$ cat config.mk
export PLATFORM = sky130hd
export DESIGN_NAME = interval_timer_three_channel
export DESIGN_NICKNAME = d
export VERILOG_FILES = /design/src/hw/rtl/it3ch_pkg.sv /design/src/hw/rtl/it3ch_channel.sv /design/src/hw/rtl/interval_timer_three_channel.sv
export SDC_FILE = /design/constraint.sdc
export NUM_CORES = 1
export LEC_CHECK = 0
export BUFFER_PORTS_ARGS = -buffer_cell sky130_fd_sc_hd__buf_2
export CELL_PAD_IN_SITES_DETAIL_PLACEMENT = 0
export CELL_PAD_IN_SITES_GLOBAL_PLACEMENT = 1
export CORE_MARGIN = 8
export CORE_UTILIZATION = 53
export DETAILED_ROUTE_END_ITERATION = 8
export GPL_ROUTABILITY_DRIVEN = 0
export GPL_TIMING_DRIVEN = 0
export PLACE_DENSITY_LB_ADDON = 0.1
export SLEW_MARGIN = 20
export SYNTH_ARGS = -nofsm -noshare
export SYNTH_HDL_FRONTEND = slang
export SYNTH_SLANG_ARGS = --single-unit
export TNS_END_PERCENT = 5
$ cat constraint.sdc
create_clock -name clk -period 9.4 [get_ports clk]
set_clock_uncertainty 0.05 [all_clocks]
set_input_delay 2.82 -clock clk [delete_from_list [all_inputs] [get_ports clk]]
set_output_delay 2.82 -clock clk [all_outputs]
set_load 0.03 [all_outputs]
$ cat src/hw/rtl/it3ch_pkg.sv
// Shared types for the three-channel interval timer.
// Item codes, per-channel command and response structs, the down-count helper.
// No dependencies.
`timescale 1ns / 1ps

package it3ch_pkg;

	localparam int MAX_CHANNELS = 3;

	typedef enum logic [2:0] {
		OP_READ  = 3'd0,
		OP_WRITE = 3'd1,
		OP_CTRL  = 3'd2,
		OP_GATE  = 3'd3,
		OP_TICK  = 3'd4
	} op_t;

	typedef enum logic [1:0] {
		PH_READY = 2'd0,
		PH_LOW   = 2'd1,
		PH_HIGH  = 2'd2
	} phase_t;

	localparam logic [1:0] ACC_LATCH = 2'd0;
	localparam logic [1:0] ACC_LOW   = 2'd1;
	localparam logic [1:0] ACC_HIGH  = 2'd2;
	localparam logic [1:0] ACC_BOTH  = 2'd3;

	typedef struct packed {
		logic       fire;
		op_t        op;
		logic [1:0] chan;
		logic [7:0] data;
		logic       gate;
	} cmd_t;

	typedef struct packed {
		logic       rv;
		logic [7:0] rd;
		logic       pulse;
	} rsp_t;

	// decrement, with per-digit wrap to 9 in BCD
	function automatic logic [15:0] count_dec(input logic [15:0] cur, input logic bcd);
		logic [15:0] v;
		v = cur - 16'd1;
		if (bcd) begin
			for (int n = 0; n < 4; n++) begin
				if (v[4*n +: 4] == 4'hf)
					v[4*n +: 4] = 4'h9;
			end
		end
		return v;
	endfunction

endpackage

$ cat src/hw/rtl/it3ch_channel.sv
// One timer channel: control word, counts, latch and byte-phase state.
// Applies one command per fire and returns its read byte and out strobe.
// Depends on it3ch_pkg.
`timescale 1ns / 1ps

module it3ch_channel import it3ch_pkg::*; #(
	parameter int CH_INDEX = 0
) (
	input  logic clk,
	input  logic arst_n,
	input  cmd_t cmd,
	output rsp_t rsp
);

	logic [7:0]  cw_q;
	logic [15:0] cur_q;
	logic [15:0] init_q;
	logic [15:0] latch_q;
	logic        armed_q;
	logic        lpend_q;
	phase_t      rph_q;
	phase_t      wph_q;
	logic        gate_q;

	logic [7:0]  cw_d;
	logic [15:0] cur_d;
	logic [15:0] init_d;
	logic [15:0] latch_d;
	logic        armed_d;
	logic        lpend_d;
	phase_t      rph_d;
	phase_t      wph_d;
	logic        gate_d;

	logic [1:0]  acc;
	logic [2:0]  cmode;
	logic        hit;
	logic        hit_ctrl;
	logic        gated;
	logic [15:0] dec;
	logic [1:0]  new_acc;
	phase_t      new_ph;

	assign acc      = cw_q[5:4];
	assign cmode    = cw_q[3:1];
	assign hit      = cmd.chan == 2'(CH_INDEX);
	assign hit_ctrl = cmd.data[7:6] == 2'(CH_INDEX);
	assign gated    = (cmode != 3'd1) && (cmode != 3'd5);
	assign dec      = count_dec(cur_q, cw_q[0]);
	assign new_acc  = cmd.data[5:4];
	assign new_ph   = (new_acc == ACC_HIGH) ? PH_HIGH : PH_LOW;

	always_comb begin
		cw_d    = cw_q;
		cur_d   = cur_q;
		init_d  = init_q;
		latch_d = latch_q;
		armed_d = armed_q;
		lpend_d = lpend_q;
		rph_d   = rph_q;
		wph_d   = wph_q;
		gate_d  = gate_q;
		rsp     = '0;
		if (cmd.fire) begin
			unique case (cmd.op)
				OP_READ: begin
					if (hit) begin
						if (lpend_q) begin
							rsp.rv = 1'b1;
							if (rph_q == PH_HIGH) begin
								rsp.rd  = latch_q[15:8];
								rph_d   = PH_READY;
								lpend_d = 1'b0;
							end else begin
								rsp.rd = latch_q[7:0];
								rph_d  = PH_HIGH;
							end
						end else begin
							unique case (acc)
								ACC_LOW: begin
									rsp.rv = 1'b1;
									rsp.rd = cur_q[7:0];
									rph_d  = PH_READY;
								end
								ACC_HIGH: begin
									rsp.rv = 1'b1;
									rsp.rd = cur_q[15:8];
									rph_d  = PH_READY;
								end
								ACC_BOTH: begin
									rsp.rv = 1'b1;
									if (rph_q == PH_HIGH) begin
										rsp.rd = cur_q[15:8];
										rph_d  = PH_READY;
									end else begin
										rsp.rd = cur_q[7:0];
										rph_d  = PH_HIGH;
									end
								end
								default: ;
							endcase
						end
					end
				end
				OP_WRITE: begin
					if (hit && acc != ACC_LATCH) begin
						unique case (acc)
							ACC_LOW: begin
								init_d = {8'h00, cmd.data};
								wph_d  = PH_READY;
							end
							ACC_HIGH: begin
								init_d = {cmd.data, 8'h00};
								wph_d  = PH_READY;
							end
							default: begin
								if (wph_q == PH_HIGH) begin
									init_d = {cmd.data, init_q[7:0]};
									wph_d  = PH_READY;
								end else begin
									init_d = {8'h00, cmd.data};
									wph_d  = PH_HIGH;
								end
							end
						endcase
						if ((cmode == 3'd0 || (gated && !armed_q)) && wph_d == PH_READY) begin
							cur_d   = init_d;
							armed_d = 1'b1;
						end
					end
				end
				OP_CTRL: begin
					if (hit_ctrl) begin
						if (new_acc == ACC_LATCH) begin
							lpend_d   = 1'b1;
							latch_d   = cur_q;
							rph_d     = PH_LOW;
							rsp.pulse = cmode != 3'd0;
						end else begin
							lpend_d   = 1'b0;
							cw_d      = cmd.data;
							armed_d   = 1'b0;
							rph_d     = new_ph;
							wph_d     = new_ph;
							rsp.pulse = cmd.data[3:1] != 3'd0;
						end
					end
				end
				OP_GATE: begin
					if (hit) begin
						if (cmode != 3'd0 && !gate_q && cmd.gate && wph_q == PH_READY) begin
							cur_d   = init_q;
							armed_d = 1'b1;
						end
						gate_d = cmd.gate;
					end
				end
				OP_TICK: begin
					if (armed_q && !(gated && !gate_q)) begin
						cur_d = dec;
						if (cmode[1:0] == 2'd2) begin
							// rate generator: reload on reaching one
							if (dec == 16'h0001) begin
								rsp.pulse = 1'b1;
								if (wph_q == PH_READY) begin
									cur_d   = init_q;
									armed_d = 1'b1;
								end
							end
						end else if (dec == 16'h0000) begin
							rsp.pulse = 1'b1;
							if (cmode[1:0] == 2'd3) begin
								if (wph_q == PH_READY) begin
									cur_d   = init_q;
									armed_d = 1'b1;
								end
							end else begin
								armed_d = 1'b0;
							end
						end
					end
				end
				default: ;
			endcase
		end
	end

	always_ff @(posedge clk or negedge arst_n) begin
		if (!arst_n) begin
			cw_q    <= '0;
			cur_q   <= '0;
			init_q  <= '0;
			latch_q <= '0;
			armed_q <= 1'b1;
			lpend_q <= 1'b1;
			rph_q   <= PH_READY;
			wph_q   <= PH_READY;
			gate_q  <= 1'b1;
		end else begin
			cw_q    <= cw_d;
			cur_q   <= cur_d;
			init_q  <= init_d;
			latch_q <= latch_d;
			armed_q <= armed_d;
			lpend_q <= lpend_d;
			rph_q   <= rph_d;
			wph_q   <= wph_d;
			gate_q  <= gate_d;
		end
	end

endmodule

$ cat src/hw/rtl/interval_timer_three_channel.sv
// Top level of the three-channel interval timer: input stage, channels, output stage.
// Depends on it3ch_pkg and it3ch_channel.
//
//  channel  | dir | tdata                          | tuser
//  s_axis   | in  | data[7:0], gate[8], zero pad   | mode[2:0], channel[4:3]
//  m_axis   | out | read_data[7:0], out_pulse[10:8]| read_valid[0]
//
// One transfer in gives exactly one transfer out, through the input stage and then the output register.
// Sustained rate is one item per cycle while the output is not stalled; all channels update in the same cycle.
// A stalled output register holds its result; the input stage then fills and
// s_axis_tready drops until the result is taken.
// Reset is asynchronous and puts every channel in its power-up state at once.
`timescale 1ns / 1ps

module interval_timer_three_channel import it3ch_pkg::*; #(
	parameter int NUM_CHANNELS = 3
) (
	input  logic        clk,
	input  logic        arst_n,
	input  logic        s_axis_tvalid,
	output logic        s_axis_tready,
	input  logic [15:0] s_axis_tdata,   // data[7:0], gate[8], zero[15:9]
	input  logic [4:0]  s_axis_tuser,   // mode[2:0], channel[4:3]
	output logic        m_axis_tvalid,
	input  logic        m_axis_tready,
	output logic [15:0] m_axis_tdata,   // read_data[7:0], out_pulse[10:8], zero[15:11]
	output logic [0:0]  m_axis_tuser    // read_valid[0]
);

	logic        valid_s1;
	logic [2:0]  mode_s1;
	logic [1:0]  chan_s1;
	logic [7:0]  data_s1;
	logic        gate_s1;

	logic        out_valid_q;
	logic [7:0]  rd_q;
	logic        rv_q;
	logic [2:0]  pulse_q;

	logic        advance;
	logic        accept;
	cmd_t        cmd;
	rsp_t        rsp [NUM_CHANNELS];
	logic [NUM_CHANNELS-1:0] pulse_vec;
	logic [NUM_CHANNELS-1:0] rv_vec;
	logic [7:0]  rd_any;

	assign advance       = valid_s1 && (!out_valid_q || m_axis_tready);
	assign s_axis_tready = !valid_s1 || advance;
	assign accept        = s_axis_tvalid && s_axis_tready;

	always_ff @(posedge clk or negedge arst_n) begin
		if (!arst_n) begin
			valid_s1 <= 1'b0;
		end else if (s_axis_tready) begin
			valid_s1 <= s_axis_tvalid;
		end
	end

	always_ff @(posedge clk) begin
		if (accept) begin
			mode_s1 <= s_axis_tuser[2:0];
			chan_s1 <= s_axis_tuser[4:3];
			data_s1 <= s_axis_tdata[7:0];
			gate_s1 <= s_axis_tdata[8];
		end
	end

	assign cmd.fire = advance;
	assign cmd.op   = op_t'(mode_s1);
	assign cmd.chan = chan_s1;
	assign cmd.data = data_s1;
	assign cmd.gate = gate_s1;

	for (genvar i = 0; i < NUM_CHANNELS; i++) begin : g_ch
		it3ch_channel #(
			.CH_INDEX(i)
		) u_ch (
			.clk   (clk),
			.arst_n(arst_n),
			.cmd   (cmd),
			.rsp   (rsp[i])
		);
		assign pulse_vec[i] = rsp[i].pulse;
		assign rv_vec[i]    = rsp[i].rv;
	end

	always_comb begin
		rd_any = '0;
		for (int i = 0; i < NUM_CHANNELS; i++)
			rd_any = rd_any | rsp[i].rd;
	end

	always_ff @(posedge clk or negedge arst_n) begin
		if (!arst_n) begin
			out_valid_q <= 1'b0;
		end else if (advance) begin
			out_valid_q <= 1'b1;
		end else if (m_axis_tready) begin
			out_valid_q <= 1'b0;
		end
	end

	always_ff @(posedge clk) begin
		if (advance) begin
			rd_q    <= rd_any;
			rv_q    <= |rv_vec;
			pulse_q <= 3'(pulse_vec);
		end
	end

	assign m_axis_tvalid = out_valid_q;
	assign m_axis_tdata  = {5'd0, pulse_q, rd_q};
	assign m_axis_tuser  = rv_q;

	a_one_reader: assert property (@(posedge clk) disable iff (!arst_n)
		$onehot0(rv_vec))
		else $error("more than one channel answered a read");

	a_read_no_pulse: assert property (@(posedge clk) disable iff (!arst_n)
		m_axis_tvalid && m_axis_tuser[0] |-> m_axis_tdata[10:8] == 3'd0)
		else $error("read result carries an out strobe");

	a_no_read_zero: assert property (@(posedge clk) disable iff (!arst_n)
		m_axis_tvalid && !m_axis_tuser[0] |-> m_axis_tdata[7:0] == 8'd0)
		else $error("read byte set without read_valid");

	a_stall_cause: assert property (@(posedge clk) disable iff (!arst_n)
		!s_axis_tready |-> valid_s1 && out_valid_q && !m_axis_tready)
		else $error("input stalled without a full pipe");

	a_unused_op: assert property (@(posedge clk) disable iff (!arst_n)
		advance && mode_s1 != OP_READ && mode_s1 != OP_WRITE && mode_s1 != OP_CTRL
		&& mode_s1 != OP_GATE && mode_s1 != OP_TICK
		|=> m_axis_tdata == 16'd0 && m_axis_tuser == 1'b0)
		else $error("unused item code gave a nonzero result");

endmodule

Yosys cells after proc, flatten, opt, wreduce, memory -nomap -nowiden
Index checks and enable logic that the tools add are counted.
{"block": "word_totals", "register_bits": 211, "inputBits": 25, "word_cells": 424}
{"block": "op_classes", "add_sub_neg": 3, "n_eq_ne": 82, "muxes": 196, "bitwise_logic": 3, "reduce_logical": 104}
{"operator": "two-way mux 16 bit", "count": 36}
{"operator": "one-hot mux 16 bit (3 select lines)", "count": 3}
{"operator": "one-hot mux 16 bit (2 select lines)", "count": 3}
{"operator": "two-way mux 9 bit", "count": 9}
{"operator": "one-hot mux 9 bit (3 select lines)", "count": 3}
{"operator": "two-way mux 2 bit", "count": 36}
{"operator": "two-way mux 1 bit", "count": 67}
{"operator": "== test 16 x 1 -> 1 bit (second input constant)", "count": 3}
{"operator": "== test 4 bit (second input constant)", "count": 12}
{"operator": "logical NOT 16 bit", "count": 3}
{"operator": "two-way mux 4 bit", "count": 12}
{"operator": "two-way mux 8 bit", "count": 6}
{"operator": "subtractor 16 x 1 -> 16 bit (second input constant)", "count": 3}
{"operator": "== test 2 bit (second input constant)", "count": 21}
{"operator": "!= test 2 x 1 -> 1 bit (second input constant)", "count": 21}
{"operator": "one-hot mux 2 bit (2 select lines)", "count": 9}
{"operator": "AND reduction 4 bit", "count": 9}
{"operator": "AND reduction 11 bit", "count": 3}
{"operator": "two-way mux 10 bit", "count": 3}
{"operator": "AND reduction 5 bit", "count": 6}
{"operator": "logical AND 1 bit", "count": 29}
{"operator": "AND reduction 7 bit", "count": 3}
{"operator": "logical NOT 2 bit", "count": 9}
{"operator": "!= test 3 x 1 -> 1 bit (second input constant)", "count": 6}
{"operator": "21 further kinds", "count": 73}

Logic depth before layout (Yosys ltp)
{"block": "depth", "ltp_word": 12, "depth_mapped": 14, "mapped_depth_nobuf": 10}

Cells and area by module
A second synthesis with hierarchy kept.
{"block": "unflattened", "cells_unflattened": 1483, "area_unflattened_um2": 13589.3}
{"module": "it3ch_channel (g_ch[2].u_ch)", "instances": 1, "cells_per_inst": 471, "area_per_inst_um2": 4231.6, "seq_area_each_um2": 1530.2}
{"module": "it3ch_channel (g_ch[0].u_ch)", "instances": 1, "cells_per_inst": 475, "area_per_inst_um2": 4204.0, "seq_area_each_um2": 1530.2}
{"module": "it3ch_channel (g_ch[1].u_ch)", "instances": 1, "cells_per_inst": 488, "area_per_inst_um2": 4174.0, "seq_area_each_um2": 1530.2}
{"module": "interval_timer_three_channel", "instances": 1, "cells_per_inst": 49, "area_per_inst_um2": 979.7, "seq_area_each_um2": 830.8}

Worst setup path after synthesis
Ideal clock, no wire load.
{"block": "synth_path", "kind": "input to output", "start": "input port m_axis_tready", "end": "output port s_axis_tready", "arrival_time_ps": 3166, "required_time_ps": 6530, "slack_ps": 3364, "path_stages": 1, "n_path_buf": 0, "cell_sequence": "nand3b_1"}
{"block": "synth_between", "elab_chain_cells": 3}
{"item": "start: declaration", "line_no": "interval_timer_three_channel.sv:25", "rtl": "input logic m_axis_tready,"}
{"item": "logical OR 1 bit", "line_no": "interval_timer_three_channel.sv:49", "rtl": "assign advance = valid_s1 && (!out_valid_q || m_axis_tready);"}
{"item": "logical AND 1 bit", "line_no": "interval_timer_three_channel.sv:49"}
{"item": "logical OR 1 bit", "line_no": "interval_timer_three_channel.sv:50", "rtl": "assign s_axis_tready = !valid_s1 || advance;"}
{"item": "end: declaration", "line_no": "interval_timer_three_channel.sv:21", "rtl": "output logic s_axis_tready,"}
No other way between the ends.

Worst setup path in the final report
Same ends and word-level chain as after synthesis.

==> run_results.csv <==
group,metric,value,unit
drt,via_per_inst,6.63,
finish,layout_common_cells,"176 x dfrtp_1, 159 x nand2_1, 114 x nor2_1",
global_route,overflow,0,
yosys,syn_area,13500,sq um
floorplanning,io_pins,44,
finish,area_growth,10.9,%
floorplanning,initial_core_util,53.7,%
clocking,cts_setup_buffers,0,
drt,drt_iter0_drc,1417,
clocking,insertion_delay,540,ps
global_route,grt_pass1_wl,72000,um
yosys,synth_edf_count,26,
floorplanning,core,25100,sq um
placed_design,dp_hpwl,33700,um
worst_setup_path,arrival,3280,ps
floorplanning,core.rowCount,58,
finish,fillers,2276,
global_route,grt_max_degree,86,
min_path,min_path_type,"reg -> reg",
power_and_ir_drop,seq_power_share,32.0,%
global_route,grt_pass1_vias,12100,
floorplanning,die_h,176,um
drt,routed_wl,46700,um
status,outcome,"finished, final reports clean",
finish,final_nets,1614,
drt,antenna_left,0,
timing,fin_crit,6150,ps
power_and_ir_drop,switching_share,43.0,%
yosys,async_flop_share,87.7,%
timing,hold_slack,428,ps
yosys,syn_inst,1502,
clocking,tritoncts,"yes",
timing,setup_viol,0,
yosys,ys_ff_latch,211,
yosys,synth.top_cell.area_share,32.6,%
worst_setup_path,end_kind,"output pin",
drt,drt-wirelength-per-cell,24.4,um
worst_setup_path,criticalPathCategory,"in -> out",
yosys,synth_ff_type,"dfrtp_1",
power_and_ir_drop,ir_drop,168,uV
flow_run,maxCapViolations,0,
clocking,clk_pin_slew,60,ps
power_and_ir_drop,combPwrFrac,44.8,%
clocking,ctsHoldBuffers,0,
placed_design,portBuffers,31,
finish,insertedDiodeCount,0,
timing,slew_viol_final,0,
power_and_ir_drop,p_leak,6.03,nW
yosys,synth_area_per_cell,8.98,sq um
finish,utilization,59.6,%
clocking,ctsRootBufferMaster,"clkbuf_16",
floorplanning,die_w,176,um
yosys,ys_warn_count,0,
timing,grt_setup_unrepaired,"false",
power_and_ir_drop,clockPowerShare,23.3,%
timing,hold_violations,0,
finish,drive_above_1_share,14.3,%
power_and_ir_drop,intPower,2.33,mW
drt,drtPass1Iterations,7,
clocking,clockBufferDepth,3,
floorplanning,dieArea,30800,sq um
timing,setup_tns,0,ps
yosys,yosysTopAreaCell,"dfrtp_1",
drt,drc_errors,0,
drt,dr_total_vias,12700,
timing,slew-limit-headroom,27.6,%
yosys,ys_top_cells_by_area,"dfrtp_1 33%, mux2_2 7.7%, edfxtp_1 5.8%, nand2_1 4.4%, a22o_1 3.8%",
yosys,ys_types,88,
power_and_ir_drop,switching_power,1.76,mW
worst_setup_path,start_kind,"primary input",
worst_setup_path,crit_fanout,3,
timing,fin_crit_sh,65.5,%
clocking,cts_num_sinks,211,
clocking,ctsResizeCount,0,
global_route,grt_use_total,29.8,%
worst_setup_path,cp.required,6530,ps
timing,tightestPinTransition,1090,ps
timing,fmaxAchievable,0.163,GHz
yosys,yosysSeqAreaShare,40.2,%
power_and_ir_drop,powerDensity,273,nW/um^2
clocking,cts_buffers,25,
global_route,antenna_found_initial,1,
finish,layout_commonest_cell,"dfrtp_1",
clocking,cts_max_level,1,
==> critical path, stage by stage <==
cell,delay [ps]
buf_2,100
nand3b_1,170
buf_2,190
==> state kept, by name, indices dropped and copies added, names as in the netlist, 2 cells and up <==
| register | count |
|---|---|
| mode_s1 | 3 |
| pulse_q | 3 |
| g_ch.u_ch.cur_q | 48 |
| g_ch.u_ch.latch_q | 48 |
| g_ch.u_ch.gate_q | 3 |
| g_ch.u_ch.init_q | 48 |
| data_s1 | 8 |
| chan_s1 | 2 |
| rd_q | 8 |
| g_ch.u_ch.cw_q | 18 |
| g_ch.u_ch.wph_q | 6 |
| g_ch.u_ch.armed_q | 3 |
| g_ch.u_ch.lpend_q | 3 |
| g_ch.u_ch.rph_q | 6 |
==> Yosys cell counts, drive strengths merged (18+ instances only) <==
master / count
dfrtp: 176
nand2: 159
nor2: 115
o21ai: 100
clkbuf: 95
mux2: 92
a21oi: 84
a22o: 59
inv: 41
nor3: 40
nand3: 36
a31oi: 30
edfxtp: 26
or3: 26
a22oi: 24
xnor2: 24
buf: 23
ha: 23
nor4: 22
nand4: 21
nor2b: 21
a211oi: 18
==> cell type report <==
type | count | area, sq um | share of cell area [%]
multi-input combinational | 1136 | 7470 | 49.9
sequential | 211 | 5420 | 36.2
clock buffer | 34 | 709 | 4.74
buffer | 118 | 490 | 3.28
tap | 330 | 413 | 2.76
timing repair buffer | 33 | 220 | 1.47
inverter | 41 | 154 | 1.03
clock inverter | 12 | 92.6 | 0.619
==> per-layer routing <==
layer,track usage [%],up-vias,wire (um)
met5,0,-,0
met2,47.2,630,21400
li1,-,5745,-
met4,10.8,0,1660
met3,3.99,93,3610
met1,41.1,6224,20000
==> through the flow <==
stage	total power, mW	cell area, sq um	cells	worst slack [ps]
after global placement	3.06	14100	1867	2330
after detailed placement	3.09	14200	1869	3250
after CTS	4.04	15000	1915	3250
after floorplan	2.54	13500	1506	3360
final	4.08	15000	1915	3250
after global routing	4.30	15000	1915	3190
==> power by group through the flow <==
stage | Clock, mW | Combinational, mW | Sequential [mW]
2_1_floorplan | 0 | 1.29 | 1.26
3_3_place_gp | 0 | 1.76 | 1.31
3_5_place_dp | 0 | 1.78 | 1.31
4_1_cts | 0.961 | 1.79 | 1.30
5_1_grt | 0.996 | 1.98 | 1.33
6_report | 0.950 | 1.83 | 1.31
==> final timing paths <==
kind,slack [ps],cells past startpoint,start,endpoint
worst max-delay path,3250,3,m_axis_tready,s_axis_tready
worst min-delay path,430,1,g_ch[1].u_ch.rph_q[1],g_ch[1].u_ch.rph_q[1]
worst max register to register,4920,13,g_ch[0].u_ch.cur_q[0],pulse_q[0]
min in group asynchronous,2070,1,arst_n,g_ch[0].u_ch.cur_q[3]
worst min register to register,430,1,g_ch[1].u_ch.rph_q[1],g_ch[1].u_ch.rph_q[1]
max in group asynchronous,6530,2,arst_n,g_ch[1].u_ch.gate_q
==> cells by family (layout without fill, tap and decap cells) <==
family	count (synthesis)	in the layout	share of synthesized area, %
AO/OA/AOI/OAI	460	460	23.4
XOR/XNOR	31	31	2.01
adder cells (fa/ha/maj)	23	23	2.13
buffers and inverters	159	238	4.77
flip-flops	211	211	40.2
multiplexers	97	97	8.05
other	1	5	0.0278
AND/OR/NAND/NOR	520	520	19.5
Power figures use the tool's default switching activity.
